--- config.mk ---
export PLATFORM = sky130hd
export DESIGN_NAME = lcg_prng_jump_ahead
export DESIGN_NICKNAME = d
export VERILOG_FILES = /design/src/rtl/lcgja_pkg.sv /design/src/rtl/lcgja_mac.sv /design/src/rtl/lcg_prng_jump_ahead.sv
export VERILOG_INCLUDE_DIRS = /design/src /design/src/rtl
export SDC_FILE = /design/constraint.sdc
export NUM_CORES = 1
export LEC_CHECK = 0
export CAP_MARGIN = 20
export CORE_UTILIZATION = 45
export DETAILED_ROUTE_END_ITERATION = 16
export DONT_BUFFER_PORTS = 1
export PLACE_DENSITY = 0.69
export SLEW_MARGIN = 20
export SYNTH_ARGS = -nofsm -noshare
export SYNTH_HDL_FRONTEND = slang
export SYNTH_SLANG_ARGS = --single-unit
export TNS_END_PERCENT = 20
--- constraint.sdc ---
create_clock -name clk_i -period 12.9 [get_ports clk_i]
set_input_delay 2.58 -clock clk_i [delete_from_list [all_inputs] [get_ports clk_i]]
set_output_delay 2.58 -clock clk_i [all_outputs]
set_load 0.02 [all_outputs]
--- src/rtl/lcg_prng_jump_ahead_defines.svh ---
// ----------------------------------------------------------------------------
// lcg_prng_jump_ahead assertion macros
// shared property wrappers clocked on clk_i, disabled in reset
// ----------------------------------------------------------------------------
`ifndef LCG_PRNG_JUMP_AHEAD_DEFINES_SVH
`define LCG_PRNG_JUMP_AHEAD_DEFINES_SVH

// same-cycle implication
`define LCGJA_ASSERT_IMPL(label, ante, cons) \
  label: assert property (@(posedge clk_i) disable iff (!rst_ni) (ante) |-> (cons)) \
    else $error("assertion failed");

// next-cycle implication
`define LCGJA_ASSERT_NEXT(label, ante, cons) \
  label: assert property (@(posedge clk_i) disable iff (!rst_ni) (ante) |=> (cons)) \
    else $error("assertion failed");

`endif

--- src/rtl/lcgja_pkg.sv ---
// ----------------------------------------------------------------------------
// lcgja_pkg
// types, command codes and jump-ahead tables for the lcg generator
// ----------------------------------------------------------------------------
package lcgja_pkg;

  localparam int unsigned WORD_W  = 32;
  localparam int unsigned COUNT_W = 32;
  localparam int unsigned ACT_W   = 2;
  localparam int unsigned RAND_W  = 16;

  typedef logic [WORD_W-1:0] word_t;
  typedef word_t word_tab_t [COUNT_W];

  typedef enum logic [ACT_W-1:0] {
    ACT_STEP    = 2'd0,
    ACT_ADVANCE = 2'd1,
    ACT_LOAD    = 2'd2
  } action_e;

  // one-step multiplier and addend
  localparam word_t LCG_MUL = 32'h41c6_4e61;
  localparam word_t LCG_ADD = 32'h0000_6073;

  // operands of the shared multiply-add
  typedef struct packed {
    word_t seed;
    word_t mul;
    word_t add;
  } mac_op_t;

  // 2^k-step multiplier: m' = m*m
  function automatic word_tab_t gen_mul_tab();
    word_tab_t t;
    word_t     m;
    m = LCG_MUL;
    for (int k = 0; k < COUNT_W; k++) begin
      t[k] = m;
      m    = m * m;
    end
    return t;
  endfunction

  // 2^k-step addend: a' = a*(m+1)
  function automatic word_tab_t gen_add_tab();
    word_tab_t t;
    word_t     m;
    word_t     a;
    m = LCG_MUL;
    a = LCG_ADD;
    for (int k = 0; k < COUNT_W; k++) begin
      t[k] = a;
      a    = a * (m + 32'd1);
      m    = m * m;
    end
    return t;
  endfunction

  localparam word_tab_t JUMP_MUL = gen_mul_tab();
  localparam word_tab_t JUMP_ADD = gen_add_tab();

endpackage

--- src/rtl/lcgja_mac.sv ---
// ----------------------------------------------------------------------------
// lcgja_mac
// shared 32-bit multiply-add, seed*mul + add modulo 2^32
// ----------------------------------------------------------------------------
module lcgja_mac (
  input  lcgja_pkg::mac_op_t op_i,
  output lcgja_pkg::word_t   res_o
);
  import lcgja_pkg::*;

  word_t prod;

  assign prod  = op_i.seed * op_i.mul;
  assign res_o = prod + op_i.add;

endmodule

--- src/rtl/lcg_prng_jump_ahead.sv ---
// ----------------------------------------------------------------------------
// lcg_prng_jump_ahead
// 32-bit lcg seed with single step, load and logarithmic jump-ahead
// sequence: load and unused action go straight from idle to done; step and
//   advance run one multiply-add per count bit up to the highest set bit
// commands: none is taken while busy_o is high, the next command can be taken in
//   the done cycle; busy_o high while the multiply-add loops
// done_o strobes for one cycle with the new seed; the receiver cannot stall
// reset: seed clears to zero, sequencer returns to idle
// ----------------------------------------------------------------------------
`include "lcg_prng_jump_ahead_defines.svh"

module lcg_prng_jump_ahead (
  input  logic                              clk_i,
  input  logic                              rst_ni,
  // command beat
  input  logic                              start_i,
  output logic                              busy_o,
  input  logic [lcgja_pkg::ACT_W-1:0]       action_i,
  input  logic [lcgja_pkg::COUNT_W-1:0]     step_count_i,
  input  logic [lcgja_pkg::WORD_W-1:0]      seed_value_i,
  // result beat
  output logic                              done_o,
  output logic [lcgja_pkg::RAND_W-1:0]      random_value_o,
  output logic [lcgja_pkg::WORD_W-1:0]      seed_out_o
);
  import lcgja_pkg::*;

  // sequencer states
  localparam logic ST_IDLE = 1'b0;
  localparam logic ST_RUN  = 1'b1;

  localparam int unsigned K_W = $clog2(COUNT_W);

  logic                 state_q, state_d;
  word_t                seed_q, seed_d;
  logic [COUNT_W-1:0]   count_q, count_d;   // remaining count bits, lsb is bit k
  logic [K_W-1:0]       k_q, k_d;           // table index of the current bit
  logic                 done_q, done_d;

  logic                 accept;
  logic [COUNT_W-1:0]   count_shr;
  mac_op_t              mac_op;
  word_t                mac_res;

  assign accept    = start_i && (state_q == ST_IDLE);
  assign count_shr = count_q >> 1;

  // one multiply-add per cycle, operands from the 2^k tables
  assign mac_op.seed = seed_q;
  assign mac_op.mul  = JUMP_MUL[k_q];
  assign mac_op.add  = JUMP_ADD[k_q];

  lcgja_mac u_mac (
    .op_i  (mac_op),
    .res_o (mac_res)
  );

  always_comb begin
    state_d = state_q;
    seed_d  = seed_q;
    count_d = count_q;
    k_d     = k_q;
    done_d  = 1'b0;
    case (state_q)
      ST_IDLE: begin
        if (accept) begin
          k_d = '0;
          case (action_i)
            // a single step is an advance by one
            ACT_STEP: begin
              count_d = COUNT_W'(1);
              state_d = ST_RUN;
            end
            ACT_ADVANCE: begin
              count_d = step_count_i;
              if (step_count_i == '0) begin
                done_d = 1'b1;   // zero count leaves the seed alone
              end else begin
                state_d = ST_RUN;
              end
            end
            ACT_LOAD: begin
              seed_d = seed_value_i;
              done_d = 1'b1;
            end
            default: begin
              done_d = 1'b1;     // unused code reports the current seed
            end
          endcase
        end
      end
      ST_RUN: begin
        if (count_q[0]) begin
          seed_d = mac_res;
        end
        count_d = count_shr;
        k_d     = k_q + K_W'(1);
        // stop after the highest set bit
        if (count_shr == '0) begin
          state_d = ST_IDLE;
          done_d  = 1'b1;
        end
      end
      default: begin
        state_d = ST_IDLE;
      end
    endcase
  end

  always_ff @(posedge clk_i or negedge rst_ni) begin
    if (!rst_ni) begin
      state_q <= ST_IDLE;
      seed_q  <= '0;
      count_q <= '0;
      k_q     <= '0;
      done_q  <= 1'b0;
    end else begin
      state_q <= state_d;
      seed_q  <= seed_d;
      count_q <= count_d;
      k_q     <= k_d;
      done_q  <= done_d;
    end
  end

  assign busy_o         = (state_q == ST_RUN);
  assign done_o         = done_q;
  assign seed_out_o     = seed_q;
  assign random_value_o = seed_q[WORD_W-1 -: RAND_W];

  // no result beat while the loop is still running
  `LCGJA_ASSERT_IMPL(a_no_done_busy, busy_o, !done_o)
  // loop only runs with count bits left
  `LCGJA_ASSERT_IMPL(a_run_count, state_q == ST_RUN, count_q != '0)
  // load reports the loaded seed in the next cycle
  `LCGJA_ASSERT_NEXT(a_load_done, accept && (action_i == ACT_LOAD),
                     done_o && (seed_out_o == $past(seed_value_i)))
  // seed holds while idle with no command
  `LCGJA_ASSERT_NEXT(a_idle_hold, !busy_o && !start_i, $stable(seed_q))

endmodule
==> results of run 1 <==
## worst reg2reg max path: cells and delay by family (launching register included)
kind	cells	cell delay, ns
fa+ha+maj	10	4.78
compound gates	8	2.08
buf+inv	9	1.15
flops	1	0.86
simple gates	2	0.48
xor+xnor	1	0.15
mux	1	0.13
## sequential cells by signal (all words and copies together), names as in the netlist
name        cells
count_q        32
seed_out_o     32
k_q             5
busy_o          1
done_o          1
## per-layer routing
| layer | track usage (%) | wire length [um] | vias up |
|---|---|---|---|
| met5 | 0 | 79 | - |
| met4 | 8.40 | 2030 | 12 |
| met3 | 7.47 | 6500 | 126 |
| met2 | 43.9 | 25700 | 699 |
| met1 | 37.0 | 23400 | 7350 |
| li1 | - | - | 6552 |
## worst min path at each step
stage,start,to
final,count_q[6],count_q[5]
after CTS,count_q[21],count_q[20]
after global routing,count_q[21],count_q[20]
after global placement,count_q[10],count_q[9]
after detailed placement,count_q[27],count_q[26]
after floorplan,count_q[31],count_q[30]
## area by class of cell
class                   instances  area (um^2)  share of cell area [%]
well taps                     532          666                    3.37
inverters                     412         1550                    7.84
clock inverters                 7         61.3                   0.310
multi-input cells            1539        15200                    76.7
repair buffers                 40          308                    1.56
diodes                          3         7.51                  0.0380
flip-flops and latches         71         1790                    9.03
clock buffers                   9          225                    1.14
## kinds of logic (layout without fill, tap and decap cells)
logic type	Yosys count	in the layout	share of synthesized area (%)
other cells	0	3	0
fa+ha+maj	521	521	47.1
xor+xnor	72	72	3.97
flops	71	71	9.34
simple gates	627	627	17.2
mux	36	36	2.06
buf+inv	546	468	11.3
compound gates	283	283	8.97
## metrics by stage
step,hold WS (ns),instances,area (um^2),worst slack (ns)
after floorplan,0.475,2156,19000,4.81
after global placement,0.494,2593,19400,3.51
after detailed placement,0.504,2594,19500,3.28
after CTS,0.521,2610,19800,3.29
after global routing,0.551,2610,19800,2.64
final,0.518,2613,19800,3.15
## cells in the final DEF (no fill, tap or decap), types with 4 or more instances in the layout
cell type	n
sky130_fd_sc_hd__o22ai_1	6
sky130_fd_sc_hd__nand2_1	234
sky130_fd_sc_hd__fa_1	326
sky130_fd_sc_hd__nor3b_1	5
sky130_fd_sc_hd__nor2b_1	11
sky130_fd_sc_hd__xor2_1	14
sky130_fd_sc_hd__xnor3_1	8
sky130_fd_sc_hd__a31oi_1	12
sky130_fd_sc_hd__mux2i_1	31
sky130_fd_sc_hd__a21oi_2	5
sky130_fd_sc_hd__and2_1	189
sky130_fd_sc_hd__nand3_1	8
sky130_fd_sc_hd__ha_1	194
sky130_fd_sc_hd__nand3b_1	7
sky130_fd_sc_hd__buf_4	39
sky130_fd_sc_hd__or2_2	7
sky130_fd_sc_hd__a211o_1	5
sky130_fd_sc_hd__clkbuf_16	9
sky130_fd_sc_hd__nor3_1	11
sky130_fd_sc_hd__and3_1	62
sky130_fd_sc_hd__o21a_1	6
sky130_fd_sc_hd__a21oi_1	96
sky130_fd_sc_hd__nor4_1	14
sky130_fd_sc_hd__inv_1	410
sky130_fd_sc_hd__o211ai_1	7
sky130_fd_sc_hd__a211oi_1	5
sky130_fd_sc_hd__xnor2_1	49
sky130_fd_sc_hd__nand2b_1	21
sky130_fd_sc_hd__dfrtp_2	4
sky130_fd_sc_hd__nor2_1	39
sky130_fd_sc_hd__a21o_1	18
sky130_fd_sc_hd__o21ai_0	83
sky130_fd_sc_hd__dfrtp_1	66
sky130_fd_sc_hd__nand4_1	7
==> results_tabular.tex, run 1 <==
\begin{tabular}{lr}
\hline
Metric & Value \\
\hline
\multicolumn{2}{l}{\textbf{Timing}} \\
Final cycle utilization of the critical path & 75.6\% \\
Final count of pins violating max slew & 0 \\
Slew at the pin closest to its max-slew limit & 1.08 ns \\
Setup TNS after final layout & 0 ns \\
Final-report hold violation count & 0 \\
Highest Clock Rate & 103 MHz \\
RSZ-0062 raised after global routing & no \\
Tightest slew margin relative to the limit & between 20 and 30\% \\
Clock period minus worst slack & 9.75 ns \\
Setup-violating endpoint count in the final report & 0 \\
Post-Route Skew & 0.0127 ns \\
\multicolumn{2}{l}{\textbf{Clock tree}} \\
Num CTS Buffers & 9 \\
Clock latency on the worst-skew pair & 0.35 ns \\
Count of hold-fix buffers inserted at cts & 0 \\
CTS tree & yes \\
H-tree level count & 3 \\
Sink count of the clock tree & 71 \\
Root Driver & sky130\_fd\_sc\_hd\_\_clkbuf\_16 \\
Clock-pin slew reported for the worst setup and hold paths after clock tree synthesis & 0.08 ns \\
Total setup buffers inserted after CTS & 0 \\
Resized Gates After CTS & 0 \\
Maximum clock insertion buffer count & 2 \\
\multicolumn{2}{l}{\textbf{Setup path}} \\
Destination of the critical timing path & seed\_out\_o[31] \\
R2R cell count & 31 \\
CP Buf/Inv Count & 9 \\
Worst reg2reg path startpoint & k\_q[1] \\
Number of stages on the worst setup path & 31 \\
CP top delay family & adder cells \\
Worst Setup Start Kind & register \\
Capturing point of the worst reg2reg path & seed\_out\_o[31] \\
Peak fanout along the critical path & 23 \\
R2r setup slk & about 3.2 ns \\
Worst setup path class & reg -> reg \\
Library cell contributing the largest single delay on the critical path & sky130\_fd\_sc\_hd\_\_dfrtp\_1 \\
Crit path required time & 13.11 ns \\
Critical path's largest stage delay & 0.86 ns \\
Crit. End Element & register \\
Data arrival time of the critical path & 9.96 ns \\
Worst setup path startpoint & k\_q[1] \\
\multicolumn{2}{l}{\textbf{Routing}} \\
Vias post-DR & 14700 \\
Residual DRC & 0 \\
Total Routed Length & between 50 and 60 mm \\
Average vias per placed instance & 5.64 \\
1st-iter DRT viols & 1190 \\
Count of TritonRoute iterations in the first routing pass & 7 \\
Antenna violation net count after detailed routing & 0 \\
Routed wire length per instance & between 20 and 25 um \\
\multicolumn{2}{l}{\textbf{Cells and area}} \\
End-of-flow core utilization & approximately 48\% \\
Layout cell share with drive strength beyond 1 & 4.76\% \\
Area Growth Syn to Fin & 3.87\% \\
FILL cells & 3922 \\
Fin nets & approximately 2700 \\
\multicolumn{2}{l}{\textbf{Floorplanning}} \\
Standard-cell rows & 74 \\
Core area & just over 40000 um\^{}2 \\
Die X & around 210 um \\
Starting density of the core & 46.1\% \\
Die Area & 43100 um\^{}2 \\
Ports & 119 \\
Die Height & a little over 200 um \\
\multicolumn{2}{l}{\textbf{Synthesis}} \\
Fraction of registers with async set or reset after synthesis & between 90\% and 100\% \\
Netlist Area Pre-Place & 19000 um\^{}2 \\
Synth Instances & 2156 \\
Yosys warns & 0 \\
Number of enable flip-flop cells after synthesis & 0 \\
Top cells by instance count after synthesis & sky130\_fd\_sc\_hd\_\_inv\_1 (410), sky130\_fd\_sc\_hd\_\_fa\_1 (326), sky130\_fd\_sc\_hd\_\_nand2\_1 (234) \\
Proportion of netlist area held by the largest area contributor & 34.3\% \\
Most used flip-flop cell after synthesis & sky130\_fd\_sc\_hd\_\_dfrtp\_1 \\
Yosys cell types & 75 \\
Sequential fraction of the synthesis area & under 10\% \\
Top area cells in the synthesized netlist & sky130\_fd\_sc\_hd\_\_fa\_1 (34\%), sky130\_fd\_sc\_hd\_\_ha\_1 (13\%), sky130\_fd\_sc\_hd\_\_dfrtp\_1 (9.3\%) \\
Most numerous cell in the Yosys netlist & sky130\_fd\_sc\_hd\_\_inv\_1 \\
Post-synth net total & 2746 \\
Post-synthesis area per instance & a little under 9 um\^{}2 \\
Cell taking the most area after synthesis & sky130\_fd\_sc\_hd\_\_fa\_1 \\
\#FFs+latches synth & 71 \\
\multicolumn{2}{l}{\textbf{Global routing}} \\
Number of global-route vias before repair & 15600 \\
Gr usage total & 27.7\% \\
Wire length of the first global-routing pass & 91.4 mm \\
Remaining Overflow, GRT & 0 \\
Largest net degree at the start of global routing & 95 \\
Antenna violations before repair & 10 \\
\multicolumn{2}{l}{\textbf{Flow run}} \\
Max-capacitance violation count & 0 \\
\multicolumn{2}{l}{\textbf{Place}} \\
RD Place Congestion & 1.05 \\
Input/output buffers & 0 \\
Half-perimeter wire length after detailed placement & 44.6 mm \\
\multicolumn{2}{l}{\textbf{Min path}} \\
Hold WC Path Type & reg -> reg \\
Worst Hold Depth & 2 \\
\multicolumn{2}{l}{\textbf{Status}} \\
Outcome & completed \\
\hline
\end{tabular}
Power of run 1 is left out: the tool's default activity adds up to more than one toggle a clock period on the data nets, which glitch-free logic cannot reach.
==> run 2, diff against run 1 <==
Clock period 12.9 ns to 9 ns, I/O delays scaled along.
==> run 2 against run 1 <==
  * Final cell count grew 0.84%
  * Worst hold slack lost 0.00090 ns
  * Core utilization grew 0.33 points
  * Worst setup slack lost 2.6 ns
  * Non-clock buffer count grew 21
  * Final area grew 0.69%
  * First-iteration DRC count grew 14%
  * Maximum frequency grew 15%
  * Register-to-register slack lost 2.6 ns
==> results_tabular.tex, run 2 (synthesis gave the netlist of run 1 again) <==
\begin{tabular}{lr}
\hline
Metric & Value \\
\hline
\multicolumn{2}{l}{\textbf{Routing}} \\
Max Used Layer & met5 (unchanged) \\
Routed wire length per instance & 22.0 um (was 22.1 um) \\
1st-iter DRT viols & 1356 (was 1190) \\
Antenna violation net count after detailed routing & 0 (unchanged) \\
Wire length the detailed router placed on met1 & 23.8 mm (was 23.4 mm) \\
Count of TritonRoute iterations in the first routing pass & 6 (was 7) \\
Vias post-DR & 15000 (was 14700) \\
Average vias per placed instance & 5.68 (was 5.64) \\
Detail Route met2 WL & 27.0 mm (was 25.7 mm) \\
Total Routed Length & 58.0 mm (was 57.7 mm) \\
Sum of met3 wire segment lengths after detailed routing & 4.96 mm (was 6.50 mm) \\
Residual DRC & 0 (unchanged) \\
\multicolumn{2}{l}{\textbf{Flow run}} \\
Max-capacitance violation count & 0 (unchanged) \\
\multicolumn{2}{l}{\textbf{Floorplanning}} \\
Die Height & 208 um (unchanged) \\
Ports & 119 (unchanged) \\
Starting density of the core & 46.1\% (unchanged) \\
Core area & 41300 um\^{}2 (unchanged) \\
Standard-cell rows & 74 (unchanged) \\
Die Area & 43100 um\^{}2 (unchanged) \\
Die X & 208 um (unchanged) \\
\multicolumn{2}{l}{\textbf{Cells and area}} \\
Commonest cells after routing, fill and taps aside & sky130\_fd\_sc\_hd\_\_inv\_1 (410), sky130\_fd\_sc\_hd\_\_fa\_1 (326), sky130\_fd\_sc\_hd\_\_nand2\_1 (234), sky130\_fd\_sc\_hd\_\_ha\_1 (195), sky130\_fd\_sc\_hd\_\_and2\_1 (189) (was sky130\_fd\_sc\_hd\_\_inv\_1 (410), sky130\_fd\_sc\_hd\_\_fa\_1 (326), sky130\_fd\_sc\_hd\_\_nand2\_1 (234), sky130\_fd\_sc\_hd\_\_ha\_1 (194), sky130\_fd\_sc\_hd\_\_and2\_1 (189)) \\
Layout cell share with drive strength beyond 1 & 5.53\% (was 4.76\%) \\
FILL cells & 3899 (was 3922) \\
Fin nets & 2684 (was 2663) \\
Area Growth Syn to Fin & 4.58\% (was 3.87\%) \\
Most common cell after layout, fill and taps aside & sky130\_fd\_sc\_hd\_\_inv\_1 (unchanged) \\
\multicolumn{2}{l}{\textbf{Clock tree}} \\
Clock-pin slew reported for the worst setup and hold paths after clock tree synthesis & 0.08 ns (about the same) \\
H-tree level count & 3 (unchanged) \\
Root Driver & sky130\_fd\_sc\_hd\_\_clkbuf\_16 (unchanged) \\
Maximum clock insertion buffer count & 2 (unchanged) \\
Clock latency on the worst-skew pair & 0.39 ns (was 0.35 ns) \\
CTS tree & yes (unchanged) \\
Num CTS Buffers & 9 (unchanged) \\
Sink count of the clock tree & 71 (unchanged) \\
\multicolumn{2}{l}{\textbf{Global routing}} \\
Gr usage total & 28.1\% (was 27.7\%) \\
Wire length of the first global-routing pass & 91.9 mm (was 91.4 mm) \\
Remaining Overflow, GRT & 0 (unchanged) \\
Number of global-route vias before repair & 16000 (was 15600) \\
Antenna violations before repair & 4 (was 10) \\
Largest net degree at the start of global routing & 77 (was 95) \\
\multicolumn{2}{l}{\textbf{Setup path}} \\
Library cell contributing the largest single delay on the critical path & sky130\_fd\_sc\_hd\_\_fa\_1 (was sky130\_fd\_sc\_hd\_\_dfrtp\_1) \\
Worst Setup Start Kind & register (unchanged) \\
Critical path's largest stage delay & 0.54 ns (was 0.86 ns) \\
Crit-path most repeated cell & sky130\_fd\_sc\_hd\_\_fa\_1 \\
Peak fanout along the critical path & 14 (was 23) \\
Data arrival time of the critical path & 8.81 ns (was 9.96 ns) \\
Crit. End Element & register (unchanged) \\
R2R cell count & 31 (unchanged) \\
Worst setup path class & reg -> reg (unchanged) \\
Crit path required time & 9.32 ns (was 13.11 ns) \\
R2r setup slk & 0.51 ns (was 3.15 ns) \\
\multicolumn{2}{l}{\textbf{Timing}} \\
Setup-violating endpoint count in the final report & 0 (unchanged) \\
Highest Clock Rate & 118 MHz (was 103 MHz) \\
Final-report hold violation count & 0 (unchanged) \\
RSZ-0062 raised after global routing & no (unchanged) \\
Setup TNS after final layout & 0 ns (unchanged) \\
Tightest slew margin relative to the limit & 27.1\% (was 27.8\%) \\
Final cycle utilization of the critical path & 94.4\% (was 75.6\%) \\
Final count of pins violating max slew & 0 (unchanged) \\
Clock period minus worst slack & 8.49 ns (was 9.75 ns) \\
Post-Route Skew & 0.0113 ns (was 0.0127 ns) \\
Slew at the pin closest to its max-slew limit & 1.09 ns (was 1.08 ns) \\
\multicolumn{2}{l}{\textbf{Place}} \\
Half-perimeter wire length after detailed placement & 46.9 mm (was 44.6 mm) \\
RD Place Congestion & 0.978 (was 1.05) \\
Input/output buffers & 0 (unchanged) \\
\multicolumn{2}{l}{\textbf{Min path}} \\
Worst Hold Depth & 2 (unchanged) \\
Hold WC Path Type & reg -> reg (unchanged) \\
\multicolumn{2}{l}{\textbf{Status}} \\
Outcome & completed (unchanged) \\
\hline
\end{tabular}
## run 2: path summary, 6_finish.rpt
path	startpoint	to
max	k_q[0]	seed_out_o[31]
min	count_q[10]	count_q[9]
max reg2reg	k_q[0]	seed_out_o[31]
min reg2reg	count_q[10]	count_q[9]
max in group asynchronous	rst_ni	seed_out_o[15]
min in group asynchronous	rst_ni	k_q[2]
## run 2: worst max-delay path, delay by kind of cell, from the launching register on
family                     cells  cell delay, ns
xor gates and xnor gates       8            1.80
buffers and inverters          8            0.84
muxes                          1            0.09
DFF                            1            0.38
and+or+nand+nor                3            0.50
AOI/OAI and AO/OA              2            0.57
adders and majority gates      9            4.24
## run 2: metrics by stage
stage / setup slack (ns) / util [%] / cells / area, um^2 / hold WS [ns]
global route: 0.150 / 48.2 / 2631 / 19900 / 0.549
detailed placement: 0.412 / 47.4 / 2615 / 19600 / 0.498
CTS: 0.358 / 48.2 / 2631 / 19900 / 0.520
floorplan: 0.908 / - / 2156 / 19000 / 0.475
global placement: 0.513 / 47.4 / 2615 / 19600 / 0.492
finish: 0.506 / 48.2 / 2635 / 19900 / 0.517
## run 2: timing repair
item | CTS | global route
setup endpoints to repair | 0 | 1
resized for setup | 0 | 1
setup buffers | 0 | 0
hold buffers | 0 | 0
## run 2: metal layers
metal / track usage [%] / vias up
met3: 6.58 / 157
met1: 36.4 / 7547
met5: 0 / -
met2: 45.7 / 683
met4: 10.7 / 2
li1: - / 6582
## run 2: layout make-up
class / count / area (um^2) / area share (%)
sequential: 71 / 1780 / 8.97
multi-input combinational: 1539 / 15100 / 76.0
tap: 532 / 666 / 3.34
antenna: 4 / 10.0 / 0.0503
clock inverter: 7 / 68.8 / 0.346
inverter: 412 / 1550 / 7.78
timing repair buffer: 61 / 470 / 2.36
clock buffer: 9 / 225 / 1.13
Power of run 2 is left out for the same reason.
==> run 3, diff against run 2 <==
Settings changed: CELL_PAD_IN_SITES_DETAIL_PLACEMENT from default to 0, CELL_PAD_IN_SITES_GLOBAL_PLACEMENT from default to 1, PLACE_DENSITY 0.69 to 0.83.
==> run 3 against run 2 <==
  * Final cell count rose by 0.42%
  * Via count fell by 0.38%
  * Flip-flop and latch count did not move
  * Register-to-register slack barely moved
  * First-iteration DRC count fell by 19%
  * Worst setup slack improved by 0.0064 ns
  * Critical path depth did not move
  * Wire length rose by 2.4%
  * Final area rose by 0.53%
  * Die area did not move
  * Critical endpoint unchanged
  * Largest cell class unchanged
==> results_tabular.tex, run 3 (synthesis gave the netlist of run 1 again) <==
\begin{tabular}{lr}
\hline
Metric & Value \\
\hline
\multicolumn{2}{l}{\textbf{Global routing}} \\
Antenna violations before repair & 2 (was 4) \\
Remaining Overflow, GRT & 0 (unchanged) \\
Wire length of the first global-routing pass & 92.5 mm (was 91.9 mm) \\
Number of global-route vias before repair & 15500 (was 16000) \\
Gr usage total & 28.4\% (was 28.1\%) \\
Largest net degree at the start of global routing & 73 (was 77) \\
\multicolumn{2}{l}{\textbf{Setup path}} \\
Crit-path most repeated cell & sky130\_fd\_sc\_hd\_\_fa\_1 (unchanged) \\
Worst setup path class & reg -> reg (unchanged) \\
R2r setup slk & 0.51 ns (about the same) \\
Critical path's largest stage delay & 0.53 ns (was 0.54 ns) \\
R2R cell count & 31 (unchanged) \\
Crit path required time & 9.31 ns (was 9.32 ns) \\
CP Buf/Inv Count & 8 (unchanged) \\
Number of stages on the worst setup path & 31 (unchanged) \\
Crit. End Element & register (unchanged) \\
Data arrival time of the critical path & 8.80 ns (was 8.81 ns) \\
CP top delay family & adder cells (unchanged) \\
Worst Setup Start Kind & register (unchanged) \\
Library cell contributing the largest single delay on the critical path & sky130\_fd\_sc\_hd\_\_fa\_1 (unchanged) \\
Peak fanout along the critical path & 22 (was 14) \\
\multicolumn{2}{l}{\textbf{Cells and area}} \\
Commonest cells after routing, fill and taps aside & sky130\_fd\_sc\_hd\_\_inv\_1 (410), sky130\_fd\_sc\_hd\_\_fa\_1 (326), sky130\_fd\_sc\_hd\_\_nand2\_1 (234), sky130\_fd\_sc\_hd\_\_ha\_1 (195), sky130\_fd\_sc\_hd\_\_and2\_1 (189) (unchanged) \\
Multi-input gate area in the final layout & 15100 um\^{}2 (about the same) \\
Fin nets & 2698 (was 2684) \\
Reg area & 1790 um\^{}2 (was 1780 um\^{}2) \\
FILL cells & 3971 (was 3899) \\
Most common cell after layout, fill and taps aside & sky130\_fd\_sc\_hd\_\_inv\_1 (unchanged) \\
Final design instance area without fill & 20000 um\^{}2 (was 19900 um\^{}2) \\
Layout cell share with drive strength beyond 1 & 6.15\% (was 5.53\%) \\
Area Growth Syn to Fin & 5.14\% (was 4.58\%) \\
\multicolumn{2}{l}{\textbf{Place}} \\
Half-perimeter wire length after detailed placement & 48.2 mm (was 46.9 mm) \\
RD Place Congestion & 0.956 (was 0.978) \\
DP Area & 19700 um\^{}2 (was 19600 um\^{}2) \\
Place WS & 0.505 ns (was 0.412 ns) \\
Input/output buffers & 0 (unchanged) \\
\multicolumn{2}{l}{\textbf{Routing}} \\
1st-iter DRT viols & 1100 (was 1356) \\
Total Routed Length & 59.5 mm (was 58.0 mm) \\
Antenna violation net count after detailed routing & 0 (unchanged) \\
Count of TritonRoute iterations in the first routing pass & 5 (was 6) \\
Residual DRC & 0 (unchanged) \\
Routed wire length per instance & 22.5 um (was 22.0 um) \\
Vias post-DR & 14900 (was 15000) \\
Average vias per placed instance & 5.64 (was 5.68) \\
\multicolumn{2}{l}{\textbf{Clock tree}} \\
Root Driver & sky130\_fd\_sc\_hd\_\_clkbuf\_16 (unchanged) \\
CTS tree & yes (unchanged) \\
Clock-pin slew reported for the worst setup and hold paths after clock tree synthesis & 0.08 ns (about the same) \\
Num CTS Buffers & 9 (unchanged) \\
Maximum clock insertion buffer count & 2 (unchanged) \\
H-tree level count & 3 (unchanged) \\
Resized Gates After CTS & 0 (unchanged) \\
Total setup buffers inserted after CTS & 0 (unchanged) \\
Count of hold-fix buffers inserted at cts & 0 (unchanged) \\
Clock latency on the worst-skew pair & 0.38 ns (was 0.39 ns) \\
Sink count of the clock tree & 71 (unchanged) \\
\multicolumn{2}{l}{\textbf{Timing}} \\
Slew at the pin closest to its max-slew limit & 1.09 ns (about the same) \\
Post-Route Skew & 0.0168 ns (was 0.0113 ns) \\
Clock period minus worst slack & 8.49 ns (about the same) \\
Final count of pins violating max slew & 0 (unchanged) \\
Minimum setup slack in the final design & 0.512 ns (was 0.506 ns) \\
Final cycle utilization of the critical path & 94.3\% (was 94.4\%) \\
Tightest slew margin relative to the limit & 27.0\% (was 27.1\%) \\
Setup TNS after final layout & 0 ns (unchanged) \\
Setup-violating endpoint count in the final report & 0 (unchanged) \\
Worst hold slack after final layout & 0.511 ns (was 0.517 ns) \\
Highest Clock Rate & 118 MHz (about the same) \\
RSZ-0062 raised after global routing & no (unchanged) \\
Final-report hold violation count & 0 (unchanged) \\
\multicolumn{2}{l}{\textbf{Flow run}} \\
Max-capacitance violation count & 0 (unchanged) \\
\multicolumn{2}{l}{\textbf{Min path}} \\
Worst Hold Depth & 2 (unchanged) \\
Hold WC Path Type & reg -> reg (unchanged) \\
\multicolumn{2}{l}{\textbf{Status}} \\
Outcome & completed (unchanged) \\
\multicolumn{2}{l}{\textbf{Floorplanning}} \\
Die Area & 43100 um\^{}2 (unchanged) \\
Die X & 208 um (unchanged) \\
Standard-cell rows & 74 (unchanged) \\
Ports & 119 (unchanged) \\
Starting density of the core & 46.1\% (unchanged) \\
Core area & 41300 um\^{}2 (unchanged) \\
Die Height & 208 um (unchanged) \\
\hline
\end{tabular}
-- run 3: cell types whose count changed in the layout (fill, tap and decap cells not counted) --
cell                         before  now
sky130_fd_sc_hd__dfrtp_2          3    4
sky130_fd_sc_hd__inv_8            3    0
sky130_fd_sc_hd__clkinvlp_4       0    1
sky130_fd_sc_hd__clkinv_4         0    3
sky130_fd_sc_hd__a311oi_2         3    2
sky130_fd_sc_hd__dfrtp_1         67   66
sky130_fd_sc_hd__diode_2          4    1
sky130_fd_sc_hd__o31a_1           0    1
sky130_fd_sc_hd__clkbuf_8         0    1
sky130_fd_sc_hd__inv_6            4    2
sky130_fd_sc_hd__o31a_2           1    0
sky130_fd_sc_hd__buf_4           60   74
sky130_fd_sc_hd__a311oi_4         0    1
-- run 3: through the flow --
stage	std cells	utilization, %
floorplan	2156	-
global placement	2629	47.7
detailed placement	2629	47.7
CTS	2645	48.4
global route	2646	48.4
finish	2646	48.4
-- run 3: layer usage --
metal | part of all wire [%] | vias to the layer above | global-route usage, %
met1 | 42 | 7588 | 38.1
met4 | 3.3 | 2 | 8.76
met3 | 8.5 | 101 | 6.97
met5 | 0.019 | - | 0
met2 | 46 | 605 | 45.3
li1 | - | 6618 | -
-- run 3: worst paths after layout --
check | from | to
max in group asynchronous | rst_ni | seed_out_o[19]
min in group asynchronous | rst_ni | count_q[27]
worst min-delay path | count_q[8] | count_q[7]
worst min register to register | count_q[8] | count_q[7]
worst max register to register | k_q[1] | seed_out_o[31]
worst max-delay path | k_q[1] | seed_out_o[31]
-- run 3: worst min-delay path, delay by kind of cell (launching register included) --
kind             cells  cell delay, ns
AND/OR/NAND/NOR      1            0.06
AO/OA/AOI/OAI        1            0.06
flip-flops           1            0.37
-- run 3: cell type report --
| cell class | count | share of cell area, % |
|---|---|---|
| antenna | 1 | 0.0125 |
| inverter | 412 | 7.74 |
| timing repair buffer | 75 | 2.88 |
| tap | 532 | 3.33 |
| sequential | 71 | 8.92 |
| clock inverter | 6 | 0.256 |
| multi-input combinational | 1539 | 75.7 |
| clock buffer | 10 | 1.19 |
Power of run 3 is left out for the same reason.
